<file path="config.mk">
export PLATFORM = sky130hd
export DESIGN_NAME = spi_flash_command_sequencer_top
export DESIGN_NICKNAME = d
export VERILOG_FILES = /design/src/hw/rtl/sfcs_pkg.sv /design/src/hw/rtl/sfcs_in_reg.sv /design/src/hw/rtl/sfcs_decode.sv /design/src/hw/rtl/sfcs_emit.sv /design/src/hw/rtl/spi_flash_command_sequencer_top.sv
export SDC_FILE = /design/constraint.sdc
export NUM_CORES = 1
export LEC_CHECK = 0
export BUFFER_PORTS_ARGS = -buffer_cell sky130_fd_sc_hd__buf_2
export CAP_MARGIN = 20
export CELL_PAD_IN_SITES_DETAIL_PLACEMENT = 1
export CELL_PAD_IN_SITES_GLOBAL_PLACEMENT = 1
export CORE_AREA = 2 2 122 124
export CTS_BUF_LIST = sky130_fd_sc_hd__clkbuf_8
export DETAILED_ROUTE_END_ITERATION = 12
export DIE_AREA = 0 0 124 126
export MAX_ROUTING_LAYER = met4
export PLACE_DENSITY = 0.94
export RECOVER_POWER = 100
export SYNTH_ARGS = -nofsm -noshare
export SYNTH_HDL_FRONTEND = slang
export SYNTH_SLANG_ARGS = --single-unit
export TNS_END_PERCENT = 50
</file>
<file path="constraint.sdc">
create_clock -name clk_i -period 9.65 [get_ports clk_i]
set_clock_uncertainty 0.2 [all_clocks]
set_input_delay 0.965 -clock clk_i [delete_from_list [all_inputs] [get_ports clk_i]]
set_output_delay 0.965 -clock clk_i [all_outputs]
set_load 0.005 [all_outputs]
</file>
<file path="src/hw/rtl/sfcs_pkg.sv">
// Package for the SPI flash command sequencer: request codes, flash opcodes,
// beat structs and the helpers that build a request's list of result beats.
// No dependencies.
package sfcs_pkg;

  localparam int AddrW     = 24;
  localparam int AddrBytes = 3;
  localparam int AddrXW    = AddrBytes * 8;
  localparam int MaxRes    = 8;
  localparam int IdxW      = $clog2(MaxRes);
  localparam int CntW      = IdxW + 1;

  // Flash opcodes
  localparam logic [7:0] OpRead   = 8'h03;
  localparam logic [7:0] OpSector = 8'h20;
  localparam logic [7:0] OpBlock  = 8'h52;
  localparam logic [7:0] OpChip   = 8'h60;
  localparam logic [7:0] OpAai    = 8'hAF;
  localparam logic [7:0] OpRdsr   = 8'h05;
  localparam logic [7:0] OpEwsr   = 8'h50;
  localparam logic [7:0] OpWrsr   = 8'h01;
  localparam logic [7:0] OpWren   = 8'h06;
  localparam logic [7:0] OpWrdi   = 8'h04;
  localparam logic [7:0] DummyByte = 8'h00;

  typedef enum logic [2:0] {
    ReqRead    = 3'd0,
    ReqWrite   = 3'd1,
    ReqSector  = 3'd2,
    ReqBlock   = 3'd3,
    ReqChip    = 3'd4,
    ReqProtect = 3'd5,
    ReqReply   = 3'd6
  } req_e;

  typedef enum logic [2:0] {
    PhIdle   = 3'd0,
    PhRead   = 3'd1,
    PhWstart = 3'd2,
    PhWbyte  = 3'd3,
    PhErase  = 3'd4,
    PhProt   = 3'd5
  } phase_e;

  typedef struct packed {
    logic [2:0]       req_type;
    logic [AddrW-1:0] address;
    logic [7:0]       data_byte;
    logic             last_byte;
    logic [1:0]       protect_level;
    logic [7:0]       reply_byte;
  } in_item_t;

  // Declared high field first so the packed vector has tx_valid at bit 0.
  typedef struct packed {
    logic       req_error;
    logic       op_done;
    logic [7:0] read_data;
    logic       read_valid;
    logic       await_reply;
    logic       deselect_after;
    logic       select_active;
    logic [7:0] tx_byte;
    logic       tx_valid;
  } result_t;

  localparam int ResW = $bits(result_t);

  typedef struct packed {
    result_t [MaxRes-1:0] ent;
    logic [CntW-1:0]      cnt;
  } res_list_t;

  function automatic result_t mk_send(logic [7:0] b, logic desel, logic await,
                                      logic done);
    result_t r;
    r                = '0;
    r.tx_valid       = 1'b1;
    r.tx_byte        = b;
    r.select_active  = 1'b1;
    r.deselect_after = desel;
    r.await_reply    = await;
    r.op_done        = done;
    return r;
  endfunction

  // Beat with no SPI byte.
  function automatic result_t mk_bare(logic desel, logic rv, logic [7:0] rd,
                                      logic done, logic err);
    result_t r;
    r                = '0;
    r.deselect_after = desel;
    r.read_valid     = rv;
    r.read_data      = rd;
    r.op_done        = done;
    r.req_error      = err;
    return r;
  endfunction

  // Append one beat; anything past MaxRes is dropped.
  function automatic res_list_t push(res_list_t l, result_t r);
    res_list_t o;
    o = l;
    if (l.cnt < CntW'(MaxRes)) begin
      o.ent[l.cnt[IdxW-1:0]] = r;
      o.cnt = l.cnt + 1'b1;
    end
    return o;
  endfunction

  // Address bytes, most significant first.
  function automatic res_list_t push_addr(res_list_t l, logic [AddrW-1:0] a,
                                          logic desel_last);
    res_list_t         o;
    logic [AddrXW-1:0] ax;
    o  = l;
    ax = AddrXW'(a);
    for (int i = AddrBytes - 1; i >= 0; i--) begin
      o = push(o, mk_send(ax[i*8 +: 8], (i == 0) ? desel_last : 1'b0, 1'b0, 1'b0));
    end
    return o;
  endfunction

  // RDSR plus one dummy byte whose reply comes back.
  function automatic res_list_t push_poll(res_list_t l);
    res_list_t o;
    o = push(l, mk_send(OpRdsr, 1'b0, 1'b0, 1'b0));
    o = push(o, mk_send(DummyByte, 1'b1, 1'b1, 1'b0));
    return o;
  endfunction

endpackage

</file>
<file path="src/hw/rtl/sfcs_in_reg.sv">
// Input register for request beats.
// Depends on sfcs_pkg.
module sfcs_in_reg (
  input  logic              clk_i,
  input  logic              rst_ni,
  input  logic              in_valid_i,
  output logic              in_ready_o,
  input  sfcs_pkg::in_item_t in_item_i,
  output logic              item_valid_o,
  output sfcs_pkg::in_item_t item_o,
  input  logic              commit_i
);
  import sfcs_pkg::*;

  logic     valid_q, valid_d;
  in_item_t item_q;

  assign in_ready_o = !valid_q || commit_i;

  always_comb begin
    valid_d = valid_q;
    if (commit_i) valid_d = 1'b0;
    if (in_valid_i && in_ready_o) valid_d = 1'b1;
  end

  always_ff @(posedge clk_i or negedge rst_ni) begin
    if (!rst_ni) begin
      valid_q <= 1'b0;
    end else begin
      valid_q <= valid_d;
    end
  end

  always_ff @(posedge clk_i) begin
    if (in_valid_i && in_ready_o) item_q <= in_item_i;
  end

  assign item_valid_o = valid_q;
  assign item_o       = item_q;

endmodule

</file>
<file path="src/hw/rtl/sfcs_decode.sv">
// Sequencer core: holds the flash operation state and turns one request into
// its full list of result beats. Depends on sfcs_pkg.
module sfcs_decode (
  input  logic                clk_i,
  input  logic                rst_ni,
  input  logic                item_valid_i,
  input  sfcs_pkg::in_item_t  item_i,
  input  logic                can_load_i,
  output logic                commit_o,
  output sfcs_pkg::res_list_t list_o
);
  import sfcs_pkg::*;

  phase_e           phase_q, phase_d;
  logic             run_open_q, run_open_d;
  logic             run_wr_q, run_wr_d;     // open run is a write run
  logic [AddrW-1:0] addr_q, addr_d;
  logic [7:0]       data_q, data_d;
  logic             last_q, last_d;
  logic [1:0]       prot_q, prot_d;

  req_e      req;
  res_list_t l;
  logic      run_match;

  assign req       = req_e'(item_i.req_type);
  assign commit_o  = item_valid_i && can_load_i;
  assign run_match = (req == ReqRead && !run_wr_q) || (req == ReqWrite && run_wr_q);

  always_comb begin
    l          = '0;
    phase_d    = phase_q;
    run_open_d = run_open_q;
    run_wr_d   = run_wr_q;
    addr_d     = addr_q;
    data_d     = data_q;
    last_d     = last_q;
    prot_d     = prot_q;

    unique case (req)
      ReqReply: begin
        unique case (phase_q)
          PhIdle: ;
          PhRead: begin
            l = push(l, mk_bare(1'b0, 1'b1, item_i.reply_byte, last_q, 1'b0));
            if (last_q) run_open_d = 1'b0;
            phase_d = PhIdle;
          end
          PhWstart, PhWbyte, PhErase: begin
            if (item_i.reply_byte[0]) begin
              l = push_poll(l);
            end else if (phase_q == PhWstart) begin
              l = push(l, mk_send(OpAai, 1'b0, 1'b0, 1'b0));
              l = push_addr(l, addr_q, 1'b0);
              l = push(l, mk_send(data_q, 1'b1, 1'b0, 1'b0));
              l = push_poll(l);
              phase_d = PhWbyte;
            end else if (phase_q == PhWbyte && !last_q) begin
              l = push(l, mk_bare(1'b0, 1'b0, 8'h00, 1'b1, 1'b0));
              phase_d = PhIdle;
            end else begin
              l = push(l, mk_send(OpWrdi, 1'b1, 1'b0, 1'b1));
              run_open_d = 1'b0;
              phase_d    = PhIdle;
            end
          end
          PhProt: begin
            l = push(l, mk_send(OpEwsr, 1'b1, 1'b0, 1'b0));
            l = push(l, mk_send(OpWrsr, 1'b0, 1'b0, 1'b0));
            l = push(l, mk_send({item_i.reply_byte[7:4], prot_q, item_i.reply_byte[1:0]},
                                1'b1, 1'b0, 1'b1));
            phase_d = PhIdle;
          end
          default: phase_d = PhIdle;
        endcase
      end
      ReqRead, ReqWrite, ReqSector, ReqBlock, ReqChip, ReqProtect: begin
        if (phase_q != PhIdle) begin
          l = push(l, mk_bare(1'b0, 1'b0, 8'h00, 1'b0, 1'b1));
        end else if (run_open_q && !run_match) begin
          // close the open run and refuse the request
          if (!run_wr_q) begin
            l = push(l, mk_bare(1'b1, 1'b0, 8'h00, 1'b0, 1'b1));
          end else begin
            l = push(l, mk_send(OpWrdi, 1'b1, 1'b0, 1'b0));
            l.ent[0].req_error = 1'b1;
          end
          run_open_d = 1'b0;
        end else begin
          unique case (req)
            ReqRead: begin
              last_d = item_i.last_byte;
              if (!run_open_q) begin
                l = push(l, mk_send(OpRead, 1'b0, 1'b0, 1'b0));
                l = push_addr(l, item_i.address, 1'b0);
                addr_d     = item_i.address;
                run_open_d = 1'b1;
                run_wr_d   = 1'b0;
              end
              l = push(l, mk_send(DummyByte, item_i.last_byte, 1'b1, 1'b0));
              phase_d = PhRead;
            end
            ReqWrite: begin
              last_d = item_i.last_byte;
              data_d = item_i.data_byte;
              if (!run_open_q) begin
                addr_d     = item_i.address;
                run_open_d = 1'b1;
                run_wr_d   = 1'b1;
                l = push(l, mk_send(OpWren, 1'b1, 1'b0, 1'b0));
                l = push_poll(l);
                phase_d = PhWstart;
              end else begin
                l = push(l, mk_send(OpAai, 1'b0, 1'b0, 1'b0));
                l = push(l, mk_send(item_i.data_byte, 1'b1, 1'b0, 1'b0));
                l = push_poll(l);
                phase_d = PhWbyte;
              end
            end
            ReqSector, ReqBlock, ReqChip: begin
              l = push(l, mk_send(OpWren, 1'b1, 1'b0, 1'b0));
              if (req == ReqChip) begin
                l = push(l, mk_send(OpChip, 1'b1, 1'b0, 1'b0));
              end else begin
                addr_d = item_i.address;
                l = push(l, mk_send((req == ReqSector) ? OpSector : OpBlock,
                                    1'b0, 1'b0, 1'b0));
                l = push_addr(l, item_i.address, 1'b1);
              end
              l = push_poll(l);
              phase_d = PhErase;
            end
            default: begin
              prot_d = item_i.protect_level;
              l = push_poll(l);
              phase_d = PhProt;
            end
          endcase
        end
      end
      default: ;
    endcase
  end

  always_ff @(posedge clk_i or negedge rst_ni) begin
    if (!rst_ni) begin
      phase_q    <= PhIdle;
      run_open_q <= 1'b0;
      run_wr_q   <= 1'b0;
      addr_q     <= '0;
      data_q     <= '0;
      last_q     <= 1'b0;
      prot_q     <= '0;
    end else if (commit_o) begin
      phase_q    <= phase_d;
      run_open_q <= run_open_d;
      run_wr_q   <= run_wr_d;
      addr_q     <= addr_d;
      data_q     <= data_d;
      last_q     <= last_d;
      prot_q     <= prot_d;
    end
  end

  assign list_o = l;

endmodule

</file>
<file path="src/hw/rtl/sfcs_emit.sv">
// Result buffer: loads one request's beats at once and sends them one beat
// per cycle while ready; entry 0 is the output register. Depends on sfcs_pkg.
module sfcs_emit (
  input  logic                clk_i,
  input  logic                rst_ni,
  input  logic                load_i,
  input  sfcs_pkg::res_list_t list_i,
  output logic                can_load_o,
  output logic                out_valid_o,
  input  logic                out_ready_i,
  output sfcs_pkg::result_t   out_res_o,
  output logic                out_last_o
);
  import sfcs_pkg::*;

  result_t         ent_q [MaxRes];
  result_t         ent_d [MaxRes];
  logic [CntW-1:0] cnt_q, cnt_d;
  logic            take;

  assign out_valid_o = (cnt_q != '0);
  assign take        = out_valid_o && out_ready_i;
  assign out_last_o  = (cnt_q == CntW'(1));
  assign out_res_o   = ent_q[0];
  // free now, or freeing as the final beat goes out
  assign can_load_o  = (cnt_q == '0) || (out_last_o && out_ready_i);

  always_comb begin
    cnt_d = cnt_q;
    for (int i = 0; i < MaxRes; i++) ent_d[i] = ent_q[i];
    if (load_i) begin
      cnt_d = list_i.cnt;
      for (int i = 0; i < MaxRes; i++) ent_d[i] = list_i.ent[i];
    end else if (take) begin
      cnt_d = cnt_q - 1'b1;
      for (int i = 0; i < MaxRes - 1; i++) ent_d[i] = ent_q[i+1];
    end
  end

  always_ff @(posedge clk_i or negedge rst_ni) begin
    if (!rst_ni) begin
      cnt_q <= '0;
    end else begin
      cnt_q <= cnt_d;
    end
  end

  always_ff @(posedge clk_i) begin
    for (int i = 0; i < MaxRes; i++) ent_q[i] <= ent_d[i];
  end

endmodule

</file>
<file path="src/hw/rtl/spi_flash_command_sequencer_top.sv">
// Channel  | dir | tdata                                           | tuser    | tlast
// s_axis   | in  | address, data_byte, protect_level, reply_byte   | req_type | last_byte
// m_axis   | out | tx_valid, tx_byte, select_active, ... req_error | -        | last
//
// A request sits in the input register, is decoded combinationally and drops its
// whole beat list (0 to 7 beats) into the result buffer, which sends one beat
// per cycle while m_axis_tready is high. The next request is decoded in the cycle
// the previous list's final beat is taken. Reset (rst_ni, async, active low)
// returns to idle with no run open. A stall on m_axis holds the buffer and
// fills the input register, then drops s_axis_tready.
// Depends on sfcs_pkg, sfcs_in_reg, sfcs_decode, sfcs_emit.
module spi_flash_command_sequencer_top (
  input  logic        clk_i,
  input  logic        rst_ni,
  input  logic        s_axis_tvalid,
  output logic        s_axis_tready,
  // [23:0] address, [31:24] data_byte, [33:32] protect_level, [41:34] reply_byte
  input  logic [47:0] s_axis_tdata,
  // [2:0] req_type
  input  logic [2:0]  s_axis_tuser,
  input  logic        s_axis_tlast,
  output logic        m_axis_tvalid,
  input  logic        m_axis_tready,
  // [0] tx_valid, [8:1] tx_byte, [9] select_active, [10] deselect_after,
  // [11] await_reply, [12] read_valid, [20:13] read_data, [21] op_done,
  // [22] req_error
  output logic [23:0] m_axis_tdata,
  output logic        m_axis_tlast
);
  import sfcs_pkg::*;

  in_item_t  in_item, item;
  logic      item_valid, commit, can_load;
  res_list_t list;
  result_t   out_res;

  assign in_item.req_type      = s_axis_tuser;
  assign in_item.address       = s_axis_tdata[23:0];
  assign in_item.data_byte     = s_axis_tdata[31:24];
  assign in_item.last_byte     = s_axis_tlast;
  assign in_item.protect_level = s_axis_tdata[33:32];
  assign in_item.reply_byte    = s_axis_tdata[41:34];

  sfcs_in_reg u_in_reg (
    .clk_i        (clk_i),
    .rst_ni       (rst_ni),
    .in_valid_i   (s_axis_tvalid),
    .in_ready_o   (s_axis_tready),
    .in_item_i    (in_item),
    .item_valid_o (item_valid),
    .item_o       (item),
    .commit_i     (commit)
  );

  sfcs_decode u_decode (
    .clk_i        (clk_i),
    .rst_ni       (rst_ni),
    .item_valid_i (item_valid),
    .item_i       (item),
    .can_load_i   (can_load),
    .commit_o     (commit),
    .list_o       (list)
  );

  sfcs_emit u_emit (
    .clk_i       (clk_i),
    .rst_ni      (rst_ni),
    .load_i      (commit),
    .list_i      (list),
    .can_load_o  (can_load),
    .out_valid_o (m_axis_tvalid),
    .out_ready_i (m_axis_tready),
    .out_res_o   (out_res),
    .out_last_o  (m_axis_tlast)
  );

  assign m_axis_tdata = {{(24 - ResW){1'b0}}, out_res};

endmodule
</file>
==> load_flow_metrics.sql, run 1 <==
INSERT INTO impl_metrics (metric_group, metric, value, unit) VALUES
('floorplan', 'die_h', '126', 'um'),
('route', 'drc', '0', ''),
('floorplan', 'boundaryPins', '83', ''),
('cts', 'cts.repair_timing.setup_buffer_count', '0', ''),
('cts', 'cts_hold_buffers', '0', ''),
('synth', 'yosys-top-cells-area', 'edfxtp_1, dfrtp_1, mux2_2, a22oi_1, o21ai_0', ''),
('worst_setup_path', 'regToRegSetupSlack', '4280', 'ps'),
('floorplan', 'core_area', '0.0143', 'mm^2'),
('route', 'mean_number_of_vias_per_cell', '6.35', ''),
('floorplan', 'floorplan.die_area', '0.0156', 'mm^2'),
('worst_setup_path', 'cp_common_cell', 'inv_1', ''),
('timing', 'timing.final.ws_setup', '4280', 'ps'),
('cts', 'post_cts_resized', '0', ''),
('pwr', 'share_clk_of_total_power', '18.6', '%'),
('hold_path', 'timing.hold.worst.class', 'in2async', ''),
('timing', 'max_clock_freq', '0.186', 'GHz'),
('timing', 'finalCriticalPeriod', '5370', 'ps'),
('route', 'via_count', '5307', ''),
('pwr', 'power.leakage', '0.00310', 'uW'),
('synth', 'mean_syn_cell_area', '12.5', 'um^2'),
('cts', 'cts_max_level', '4', ''),
('grt', 'antenna_found_initial', '0', ''),
('grt', 'grt_use_total', '28.5', '%'),
('pwr', 'power_switching', '998', 'uW'),
('run_status', 'run_status', 'finished, violations left', ''),
('pwr', 'power.internal', '1670', 'uW'),
('route', 'ant_nets', '0', ''),
('flow_run', 'cap_violations', '6', ''),
('worst_setup_path', 'cp-end-kind', 'flop', ''),
('worst_setup_path', 'cp.arrival', '5550', 'ps'),
('timing', 'slew_viol_final', '243', ''),
('cts', 'clk_pin_slew', '90', 'ps'),
('synth', 'synth.lib_cells_used.distinct', '64', ''),
('synth', 'yosysTopAreaCellShare', '47.5', '%'),
('placement', 'placed_cells_incl_taps', '802', ''),
('synth', 'count_of_flip_flops_with_a_built_in_enable_after_synthesis', '118', ''),
('grt', 'grt_pass1_vias', '5576', ''),
('pwr', 'power.combinational.fraction', '31.9', '%'),
('placement', 'post-dp-hpwl', '13.3', 'mm'),
('worst_setup_path', 'critPathRequiredTime', '9830', 'ps'),
('synth', 'synthesis.area', '0.00746', 'mm^2'),
('placement', 'place.gp.congestion', '0.904', ''),
('timing', 'worstMarginPinSlew', '3720', 'ps'),
('cts', 'cts_tree', 'built', ''),
('timing', 'finalSetupViolCount', '0', ''),
('worst_setup_path', 'top_delay_family_on_crit_path', 'buffers and inverters', ''),
('run_status', 'violated_checks', 'capacitance limit, slew limit', ''),
('synth', 'synth_fp_nets', '654', ''),
('timing', 'maxSlewHeadroom', '-148', '%'),
('cts', 'clk-insertion-delay-late', '470', 'ps'),
('layout', 'post_route_cells_drive_above_1_share', '21.0', '%'),
('timing', 'hold_viol', '0', ''),
('route', 'firstDrtPassIters', '5', ''),
('pwr', 'power.share.sequential', '49.5', '%'),
('worst_setup_path', 'startpoint_type', 'flop', ''),
('layout', 'finalNonFillerCells', '836', ''),
('worst_setup_path', 'worst-path-buf-inv', '3', ''),
('layout', 'num_antenna_cells', '0', ''),
('cts', 'ctsRootBufferMaster', 'clkbuf_8', ''),
('grt', 'first_pass_grt_wire_length', '31.7', 'mm'),
('layout', 'final_common_cell', 'edfxtp_1', ''),
('synth', 'ys_async_sr_fraction', '27.6', '%'),
('timing', 'period_share', '55.6', '%'),
('worst_setup_path', 'critical_path.max_fanout', '64', ''),
('route', 'totalWireLength', '20.8', 'mm'),
('pwr', 'power.share.switching', '37.4', '%'),
('timing', 'rsz_0062_raised_after_global_routing', 'no', ''),
('synth', 'synth_sequential_area_ratio', '62.6', '%'),
('worst_setup_path', 'chain_of_cells_forming_the_critical_path', 'inv_1, ha_1, or3b_2, mux2i_1, inv_1, clkbuf_1, o21ai_0, a21oi_1', ''),
('synth', 'synthFlopType', 'edfxtp_1', ''),
('grt', 'maximum_number_of_pins_on_one_net_before_global_route_repair', '65', '');
==> metrics by stage <==
stage	cell area, um^2	utilization, %
3_5_place_dp	7790	54.4
6_report	8100	56.6
5_1_grt	8100	56.6
4_1_cts	8180	57.1
2_1_floorplan	7460	-
3_3_place_gp	7780	54.3
==> state kept, by name, summed over array words and instances (netlist names) <==
signal                 flops
u_decode.phase_q           3
u_decode.addr_q           24
u_decode.run_open_q        1
u_in_reg.item_valid_o      1
u_emit.cnt_q               4
u_decode.last_q            1
u_decode.prot_q            2
u_emit.ent_q              72
u_decode.run_wr_q          1
u_in_reg.item_o           46
u_decode.data_q            8
==> synth_stat cells (3+ instances only) <==
master,number
nor2b_1,5
a31oi_1,3
nand2b_1,4
a22o_1,8
o21a_1,4
a21oi_1,37
edfxtp_1,118
a221o_1,6
dfrtp_1,45
o21ai_0,43
nand3_1,6
and3_1,3
inv_1,8
a22oi_1,39
a21o_1,4
buf_4,26
a221oi_1,3
mux2_4,4
o22ai_1,4
buf_2,11
o21ai_1,4
or3_1,4
nand2_1,44
mux2_2,34
nor3_2,3
nor3_1,12
clkbuf_1,21
nor2_1,30
and2_1,14
==> kinds of logic after synthesis <==
logic type	Yosys count	share of synthesized area, %
AOI/OAI and AO/OA	170	15.0
DFF	163	62.6
and+or+nand+nor	146	10.2
buffers and inverters	71	5.27
muxes	40	6.21
xor gates and xnor gates	3	0.352
adders and majority gates	2	0.335
other	1	0.0503
==> power groups by stage <==
| stage | combinational [uW] | clock, uW | sequential (uW) |
|---|---|---|---|
| 5_1_grt | 926 | 526 | 1350 |
| 4_1_cts | 856 | 499 | 1300 |
| 6_report | 851 | 497 | 1320 |
| 3_3_place_gp | 794 | 0 | 1280 |
| 3_5_place_dp | 846 | 0 | 1310 |
| 2_1_floorplan | 661 | 0 | 1220 |
==> layer usage <==
metal	track usage, %	up-vias	wire length [um]
met2	44.8	296	10500
li1	-	2291	-
met4	13.9	0	860
met3	5.57	76	1480
met1	35.4	2644	7970
met5	-	-	0
==> final cells by class <==
cell class	instances	area (um^2)	share of cell area, %
well taps	184	230	2.84
clock buffers	17	234	2.89
flip-flops and latches	163	4670	57.6
clock inverters	15	154	1.90
repair buffers	86	418	5.16
inverters	9	33.8	0.417
multi-input cells	362	2360	29.2
==> final timing paths <==
kind | startpoint | endpoint | cells after the start
hold / removal | rst_ni | u_decode.addr_q[6]$_DFFE_PN0P_ | 1
setup / recovery | u_emit.cnt_q[1]$_DFFE_PN0P_ | u_emit.cnt_q[0]$_DFFE_PN0P_ | 8
min in group clk_i | u_in_reg.item_o[8]$_DFFE_PP_ | u_decode.prot_q[0]$_DFFE_PN0P_ | 1
hold reg to reg | u_in_reg.item_o[8]$_DFFE_PP_ | u_decode.prot_q[0]$_DFFE_PN0P_ | 1
setup reg to reg | u_emit.cnt_q[1]$_DFFE_PN0P_ | u_emit.cnt_q[0]$_DFFE_PN0P_ | 8
max in group asynchronous | rst_ni | u_decode.addr_q[18]$_DFFE_PN0P_ | 2
(Power assumes the default switching activity.)
==> inputs of run 2 (changes only) <==
--- a/config.mk
+++ b/config.mk
@@ -5,16 +5,17 @@
 export SDC_FILE = /design/constraint.sdc
 export NUM_CORES = 1
 export LEC_CHECK = 0
+export ABC_AREA = 1
 export BUFFER_PORTS_ARGS = -buffer_cell sky130_fd_sc_hd__buf_2
 export CAP_MARGIN = 20
 export CELL_PAD_IN_SITES_DETAIL_PLACEMENT = 1
 export CELL_PAD_IN_SITES_GLOBAL_PLACEMENT = 1
-export CORE_AREA = 2 2 122 124
+export CORE_AREA = 2 2 137 139
 export CTS_BUF_LIST = sky130_fd_sc_hd__clkbuf_8
 export DETAILED_ROUTE_END_ITERATION = 12
-export DIE_AREA = 0 0 124 126
+export DIE_AREA = 0 0 139 141
 export MAX_ROUTING_LAYER = met4
-export PLACE_DENSITY = 0.94
+export PLACE_DENSITY = 0.86
 export RECOVER_POWER = 100
 export SYNTH_ARGS = -nofsm -noshare
 export SYNTH_HDL_FRONTEND = slang
==> constraint.sdc (replaced) <==
create_clock -name clk_i -period 4.78 [get_ports clk_i]
set_clock_uncertainty 0.2 [all_clocks]
set_input_delay 0.478 -clock clk_i [delete_from_list [all_inputs] [get_ports clk_i]]
set_output_delay 0.478 -clock clk_i [all_outputs]
set_load 0.005 [all_outputs]
==> load_flow_metrics.sql, run 2 <==
INSERT INTO impl_metrics (metric_group, metric, value, unit) VALUES
('run_status', 'run_status', 'finished, violations left', ''),
('run_status', 'violated_checks', 'capacitance limit, slew limit', ''),
('grt', 'antenna_found_initial', '0', ''),
('layout', 'layout.cells.most_common_list', 'nand2_1, edfxtp_1, inv_1', ''),
('placement', 'place.gp.congestion', '0.918', ''),
('synth', 'yosys-top-cells-area', 'edfxtp_1, dfrtp_1, nand2_1, inv_1, buf_4', ''),
('timing', 'rsz_0062_raised_after_global_routing', 'no', ''),
('timing', 'worstMarginPinSlew', '2770', 'ps'),
('route', 'ant_nets', '0', ''),
('placement', 'post-dp-hpwl', '13.0', 'mm'),
('timing', 'maxSlewHeadroom', '-84.8', '%'),
('pwr', 'worst_ir_drop_vdd', '0.247', 'mV'),
('floorplan', 'boundaryPins', '83', ''),
('timing', 'finalSetupViolCount', '0', ''),
('synth', 'synthFlopType', 'edfxtp_1', ''),
('worst_setup_path', 'critical_path.max_fanout', '48', ''),
('pwr', 'power.internal', '2910', 'uW'),
('timing', 'hold_viol', '0', ''),
('pwr', 'fin_total_pwr', '4630', 'uW'),
('timing', 'timing.final.ws_setup', '1030', 'ps'),
('grt', 'grt_pass1_vias', '6116', ''),
('synth', 'synth_fp_nets', '859', ''),
('timing', 'max_clock_freq', '0.266', 'GHz'),
('synth', 'synth_top_cells_by_count', 'nand2_1, edfxtp_1, inv_1', ''),
('synth', 'ys_async_sr_fraction', '27.6', '%'),
('placement', 'placed_cells_incl_taps', '1064', ''),
('hold_path', 'capture_endpoint_of_the_worst_hold_path', 'u_in_reg.item_valid_o$_DFFE_PN0P_', ''),
('route', 'drt-initial-drc-count', '557', ''),
('hold_path', 'timing.hold.worst.class', 'in2reg', ''),
('timing', 'setup-tns-final', '0', 'ps'),
('cts', 'cts_tree', 'built', ''),
('synth', 'synthesis.area', '0.00768', 'mm^2'),
('floorplan', 'fp.dieW', '139', 'um'),
('cts', 'cts-root-to-sink-buffers', '2', ''),
('floorplan', 'rows', '50', ''),
('worst_setup_path', 'startpoint_type', 'flop', ''),
('layout', 'postLayoutCoreUtil', '48.2', '%'),
('pwr', 'power.combinational.fraction', '29.9', '%'),
('synth', 'count_of_flip_flops_with_a_built_in_enable_after_synthesis', '118', ''),
('worst_setup_path', 'endpoint_of_the_lowest_slack_register_to_register_path', 'u_decode.addr_q[8]$_DFFE_PN0P_', ''),
('synth', 'top_count_cell_post_synth', 'nand2_1', ''),
('cts', 'cts_inserted_buffers', '17', ''),
('worst_setup_path', 'worstRegToRegCells', '9', ''),
('pwr', 'power.share.sequential', '49.7', '%'),
('route', 'routed_wire_length_per_instance', '18.0', 'um'),
('layout', 'largest_register_ff_count', '72', ''),
('cts', 'clk-insertion-delay-late', '480', 'ps'),
('timing', 'finalCriticalPeriod', '3750', 'ps'),
('pwr', 'share_clk_of_total_power', '20.4', '%'),
('placement', 'detailedPlace.worstSlack', '1640', 'ps'),
('layout', 'finalNonFillerCells', '1145', ''),
('cts', 'cts_max_level', '4', ''),
('hold_path', 'timing.hold.worst.start', 's_axis_tvalid', ''),
('synth', 'yosysTopAreaCellShare', '46.1', '%'),
('layout', 'largest-register', 'u_emit.ent_q', ''),
('cts', 'ctsRootBufferMaster', 'clkbuf_8', ''),
('worst_setup_path', 'criticalPathCategory', 'reg2reg', ''),
('floorplan', 'initial_utilization', '42.0', '%'),
('layout', 'area.growth.synth_to_final', '14.7', '%'),
('grt', 'maximum_number_of_pins_on_one_net_before_global_route_repair', '49', ''),
('grt', 'globalRoute.totalOverflow', '0', ''),
('worst_setup_path', 'regToRegSetupSlack', '1030', 'ps'),
('worst_setup_path', 'reg2reg_from', 'u_emit.cnt_q[0]$_DFFE_PN0P_', ''),
('timing', 'period_share', '78.5', '%'),
('synth', 'synthDominantAreaCellType', 'edfxtp_1', ''),
('hold_path', 'hold_path_depth', '3', ''),
('pwr', 'power_switching', '1720', 'uW'),
('worst_setup_path', 'cp.arrival', '3910', 'ps'),
('flow_run', 'cap_violations', '3', ''),
('layout', 'filler_cell_count', '2105', ''),
('floorplan', 'core_area', '0.0183', 'mm^2'),
('grt', 'first_pass_grt_wire_length', '32.9', 'mm'),
('synth', 'ys_ff_latch', '163', ''),
('cts', 'clk_pin_slew', '90', 'ps'),
('timing', 'slew_viol_final', '134', ''),
('route', 'drc', '0', ''),
('cts', 'clkSinkCount', '163', ''),
('pwr', 'power.leakage', '0.00388', 'uW'),
('worst_setup_path', 'cp-end-kind', 'flop', ''),
('floorplan', 'die_h', '141', 'um'),
('layout', 'total_nets_final', '955', ''),
('worst_setup_path', 'critPathRequiredTime', '4940', 'ps'),
('route', 'mean_number_of_vias_per_cell', '5.19', ''),
('synth', 'synth_sequential_area_ratio', '60.8', '%'),
('synth', 'ys.warnings.count', '0', ''),
('route', 'via_count', '5944', ''),
('grt', 'grt_use_total', '22.5', '%'),
('route', 'totalWireLength', '20.7', 'mm'),
('synth', 'netlist_instances', '801', ''),
('layout', 'post_route_cells_drive_above_1_share', '12.9', '%'),
('synth', 'synth.lib_cells_used.distinct', '38', ''),
('layout', 'final_common_cell', 'nand2_1', ''),
('pwr', 'power.share.switching', '37.2', '%'),
('pwr', 'power_density', '526', 'mW/mm^2'),
('placement', 'io_buffer_count', '75', ''),
('synth', 'mean_syn_cell_area', '9.59', 'um^2'),
('route', 'firstDrtPassIters', '5', ''),
('floorplan', 'floorplan.die_area', '0.0196', 'mm^2');
-- run 2: layout make-up --
type	instances	area (um^2)	area share [%]
timing repair buffer	129	875	9.92
tap	234	293	3.32
sequential	163	4670	53.0
inverter	87	327	3.71
clock buffer	20	275	3.12
clock inverter	12	80.1	0.909
antenna	1	2.50	0.0284
multi-input combinational	499	2290	26.0
-- run 2: worst max-delay path by stage --
| stage | startpoint | endpoint | slack (ps) |
|---|---|---|---|
| 2_1_floorplan | u_emit.cnt_q[0]$_DFFE_PN0P_ | u_emit.cnt_q[0]$_DFFE_PN0P_ | 1630 |
| 3_3_place_gp | u_emit.cnt_q[0]$_DFFE_PN0P_ | u_decode.addr_q[22]$_DFFE_PN0P_ | 1720 |
| 3_5_place_dp | u_emit.cnt_q[0]$_DFFE_PN0P_ | u_decode.addr_q[8]$_DFFE_PN0P_ | 1640 |
| 4_1_cts | u_emit.cnt_q[0]$_DFFE_PN0P_ | u_decode.addr_q[8]$_DFFE_PN0P_ | 1600 |
| 5_1_grt | u_emit.cnt_q[0]$_DFFE_PN0P_ | u_in_reg.item_o[17]$_DFFE_PP_ | 770 |
| 6_report | u_emit.cnt_q[0]$_DFFE_PN0P_ | u_decode.addr_q[8]$_DFFE_PN0P_ | 1030 |
-- run 2: critical path, cell delays in order (launching register included) --
cell     delay (ps)
dfrtp_1         400
inv_1           100
ha_1            200
nand2_1         120
nand2_1         130
nand2_4         260
buf_4           340
nor2_1          630
nand2_2         730
o21ai_0         470
-- run 2: logic make-up (layout without fill, tap and decap cells) --
group                      after synthesis  after routing  share of synthesized area [%]
adders and majority gates                2              2                          0.326
DFF                                    163            163                           60.8
other                                    1              2                         0.0488
and+or+nand+nor                        372            372                           20.8
buffers and inverters                  139            248                           8.86
xor gates and xnor gates                 1              1                          0.114
AOI/OAI and AO/OA                      123            123                           9.07
-- run 2: stage by stage --
step	hold slack (ps)	instance area, um^2
2_1_floorplan	-17.6	7680
3_3_place_gp	250	8040
3_5_place_dp	259	8040
4_1_cts	22.7	8860
5_1_grt	29.6	8810
6_report	28.2	8810
-- run 2: power by group through the flow --
| stage | Sequential, uW | Clock, uW | Combinational, uW |
|---|---|---|---|
| after global routing | 2350 | 1010 | 1570 |
| after floorplan | 2250 | 0 | 1080 |
| after CTS | 2300 | 944 | 1430 |
| after detailed placement | 2320 | 0 | 1380 |
| after global placement | 2300 | 0 | 1330 |
| final | 2300 | 944 | 1390 |
-- run 2: metal layers --
metal  global-route usage [%]  wire [um]  vias to the layer above
met5                        -          0                        -
met4                     9.14        563                        0
met3                     3.23       1040                       33
met2                     37.3      10500                      186
met1                     28.0       8520                     2918
li1                         -          -                     2807
-- run 2: repair_timing --
action / 4_1_cts / 5_1_grt
hold endpoints to repair: 91 / 0
buffers inserted: 0 / 0
hold buffers: 47 / 0
gates resized for setup: 0 / 0
==> inputs of run 3 (changes only) <==
--- a/config.mk
+++ b/config.mk
@@ -10,12 +10,12 @@
 export CAP_MARGIN = 20
 export CELL_PAD_IN_SITES_DETAIL_PLACEMENT = 1
 export CELL_PAD_IN_SITES_GLOBAL_PLACEMENT = 1
-export CORE_AREA = 2 2 137 139
+export CORE_AREA = 2 2 131 133
 export CTS_BUF_LIST = sky130_fd_sc_hd__clkbuf_8
 export DETAILED_ROUTE_END_ITERATION = 12
-export DIE_AREA = 0 0 139 141
+export DIE_AREA = 0 0 133 135
 export MAX_ROUTING_LAYER = met4
-export PLACE_DENSITY = 0.86
+export PLACE_DENSITY = 0.89
 export RECOVER_POWER = 100
 export SYNTH_ARGS = -nofsm -noshare
 export SYNTH_HDL_FRONTEND = slang
==> constraint.sdc (replaced) <==
create_clock -name clk_i -period 3.6 [get_ports clk_i]
set_clock_uncertainty 0.2 [all_clocks]
set_input_delay 0.36 -clock clk_i [delete_from_list [all_inputs] [get_ports clk_i]]
set_output_delay 0.36 -clock clk_i [all_outputs]
set_load 0.005 [all_outputs]
==> load_flow_metrics.sql, run 3 (same netlist as run 2, synthesis figures left out) <==
INSERT INTO impl_metrics (metric_group, metric, value, unit) VALUES
('run_status', 'run_status', 'finished, violations left', ''),
('run_status', 'violated_checks', 'capacitance limit, slew limit', ''),
('grt', 'globalRoute.totalOverflow', '0', ''),
('worst_setup_path', 'top_delay_family_on_crit_path', 'buffers and inverters', ''),
('layout', 'num_antenna_cells', '0', ''),
('worst_setup_path', 'critPathRequiredTime', '3460', 'ps'),
('timing', 'slew_viol_final', '86', ''),
('placement', 'placed_cells_incl_taps', '1053', ''),
('route', 'totalWireLength', '22.2', 'mm'),
('route', 'firstDrtPassIters', '5', ''),
('cts', 'cts-root-to-sink-buffers', '2', ''),
('cts', 'clkSinkCount', '163', ''),
('timing', 'finalCriticalPeriod', '3010', 'ps'),
('floorplan', 'boundaryPins', '83', ''),
('timing', 'setup-tns-final', '0', 'ps'),
('placement', 'place.gp.congestion', '0.896', ''),
('layout', 'layout.cell_area.non_filler', '0.00887', 'mm^2'),
('layout', 'finalNonFillerCells', '1133', ''),
('route', 'mean_number_of_vias_per_cell', '5.41', ''),
('cts', 'cts_inserted_buffers', '17', ''),
('floorplan', 'core_area', '0.0164', 'mm^2'),
('layout', 'layout.cells.most_common_list', 'nand2_1, edfxtp_1, inv_1', ''),
('timing', 'max_clock_freq', '0.333', 'GHz'),
('floorplan', 'rows', '47', ''),
('worst_setup_path', 'cp.arrival', '2870', 'ps'),
('floorplan', 'floorplan.die_area', '0.0180', 'mm^2'),
('timing', 'finalSetupViolCount', '0', ''),
('flow_run', 'cap_violations', '2', ''),
('timing', 'maxSlewHeadroom', '-55.1', '%'),
('pwr', 'worst_ir_drop_vdd', '0.305', 'mV'),
('grt', 'first_pass_grt_wire_length', '35.2', 'mm'),
('worst_setup_path', 'regToRegSetupSlack', '590', 'ps'),
('worst_setup_path', 'chain_of_cells_forming_the_critical_path', 'inv_1, ha_1, nand2_1, nand3_1, nand2_1, inv_1', ''),
('grt', 'maximum_number_of_pins_on_one_net_before_global_route_repair', '75', ''),
('floorplan', 'fp.dieW', '133', 'um'),
('cts', 'clk-insertion-delay-late', '480', 'ps'),
('worst_setup_path', 'critical_path.slowest_cell', 'inv_1', ''),
('route', 'routed_wire_length_per_instance', '19.6', 'um'),
('cts', 'ctsRootBufferMaster', 'clkbuf_8', ''),
('worst_setup_path', 'cp-end-kind', 'flop', ''),
('worst_setup_path', 'critical_path.max_fanout', '46', ''),
('pwr', 'power_density', '720', 'mW/mm^2'),
('grt', 'grt_pass1_vias', '6458', ''),
('layout', 'largest-register', 'u_emit.ent_q', ''),
('worst_setup_path', 'startpoint_type', 'flop', ''),
('layout', 'largest_register_ff_count', '72', ''),
('cts', 'cts_tree', 'built', ''),
('layout', 'final_common_cell', 'nand2_1', ''),
('placement', 'placed_cell_area', '0.00804', 'mm^2'),
('route', 'ant_nets', '0', ''),
('timing', 'rsz_0062_raised_after_global_routing', 'no', ''),
('timing', 'period_share', '83.5', '%'),
('timing', 'worstMarginPinSlew', '2330', 'ps'),
('route', 'via_count', '6128', ''),
('hold_path', 'timing.hold.worst.class', 'in2reg', ''),
('layout', 'area.growth.synth_to_final', '15.5', '%'),
('floorplan', 'die_h', '135', 'um'),
('placement', 'detailedPlace.worstSlack', '837', 'ps'),
('worst_setup_path', 'criticalPathCategory', 'reg2reg', ''),
('placement', 'post-dp-hpwl', '14.1', 'mm'),
('timing', 'timing.final.ws_setup', '593', 'ps'),
('layout', 'total_nets_final', '958', ''),
('cts', 'cts_max_level', '4', ''),
('route', 'drc', '0', ''),
('worst_setup_path', 'timing.critical_path.slowest_cell_delay', '1260', 'ps'),
('grt', 'grt_use_total', '26.7', '%'),
('timing', 'hold_viol', '0', ''),
('grt', 'antenna_found_initial', '0', ''),
('worst_setup_path', 'worst-path-buf-inv', '2', ''),
('route', 'drt-initial-drc-count', '499', ''),
('pwr', 'power.leakage', '0.00390', 'uW'),
('layout', 'post_route_cells_drive_above_1_share', '11.8', '%'),
('placement', 'io_buffer_count', '75', ''),
('cts', 'clk_pin_slew', '90', 'ps'),
('floorplan', 'initial_utilization', '46.8', '%');
[run 3: metrics by stage]
| step | power [uW] | hold slack (ps) | util (%) |
|---|---|---|---|
| after floorplan | 4410 | -136 | - |
| after global placement | 4820 | 255 | 49.0 |
| after detailed placement | 4960 | 270 | 49.0 |
| after CTS | 6390 | 88.4 | 54.4 |
| after global routing | 6750 | 159 | 54.0 |
| final | 6380 | 99.2 | 54.0 |
[run 3: layout make-up]
| class | instances | area, um^2 |
|---|---|---|
| tap | 220 | 275 |
| timing repair buffer | 132 | 887 |
| clock buffer | 17 | 234 |
| clock inverter | 15 | 166 |
| inverter | 87 | 327 |
| fill | 1885 | 7540 |
| multi-input combinational | 499 | 2310 |
| sequential | 163 | 4670 |
[run 3: what timing repair did]
item | CTS | global route
hold buffers | 48 | 0
buffers inserted | 0 | 0
endpoints found under the hold margin | 84 | 0
gates resized for setup | 0 | 0
[run 3: worst paths after layout]
kind | from | endpoint | depth (start not counted)
setup / recovery | u_emit.cnt_q[0]$_DFFE_PN0P_ | u_in_reg.item_o[18]$_DFFE_PP_ | 6
hold / removal | m_axis_tready | u_in_reg.item_valid_o$_DFFE_PN0P_ | 4
setup reg to reg | u_emit.cnt_q[0]$_DFFE_PN0P_ | u_in_reg.item_o[18]$_DFFE_PP_ | 6
hold reg to reg | u_decode.data_q[1]$_DFFE_PN0P_ | u_decode.data_q[1]$_DFFE_PN0P_ | 2
max in group asynchronous | rst_ni | u_emit.cnt_q[2]$_DFFE_PN0P_ | 3
min in group asynchronous | rst_ni | u_emit.cnt_q[0]$_DFFE_PN0P_ | 2
[run 3: per-layer routing]
metal	track usage, %	wire (um)	part of all wire [%]
met5	-	0	0
met4	12.5	855	3.8
met3	4.09	1060	4.8
met2	45.2	11300	51
met1	31.6	9000	40
[run 3: worst reg2reg max path, stage by stage, from the launching register on]
cell     delay, ps
dfrtp_1        410
inv_1          110
ha_1           200
nand2_1        120
nand3_1        150
nand2_1         80
inv_1         1260
[run 3: power breakdown]
| part | leakage [uW] | internal, uW | switching, uW |
|---|---|---|---|
| Sequential | 0.00173 | 2770 | 310 |
| Combinational | 0.00198 | 570 | 1330 |
| Clock | 0.000200 | 679 | 721 |
| Total | 0.00390 | 4020 | 2370 |
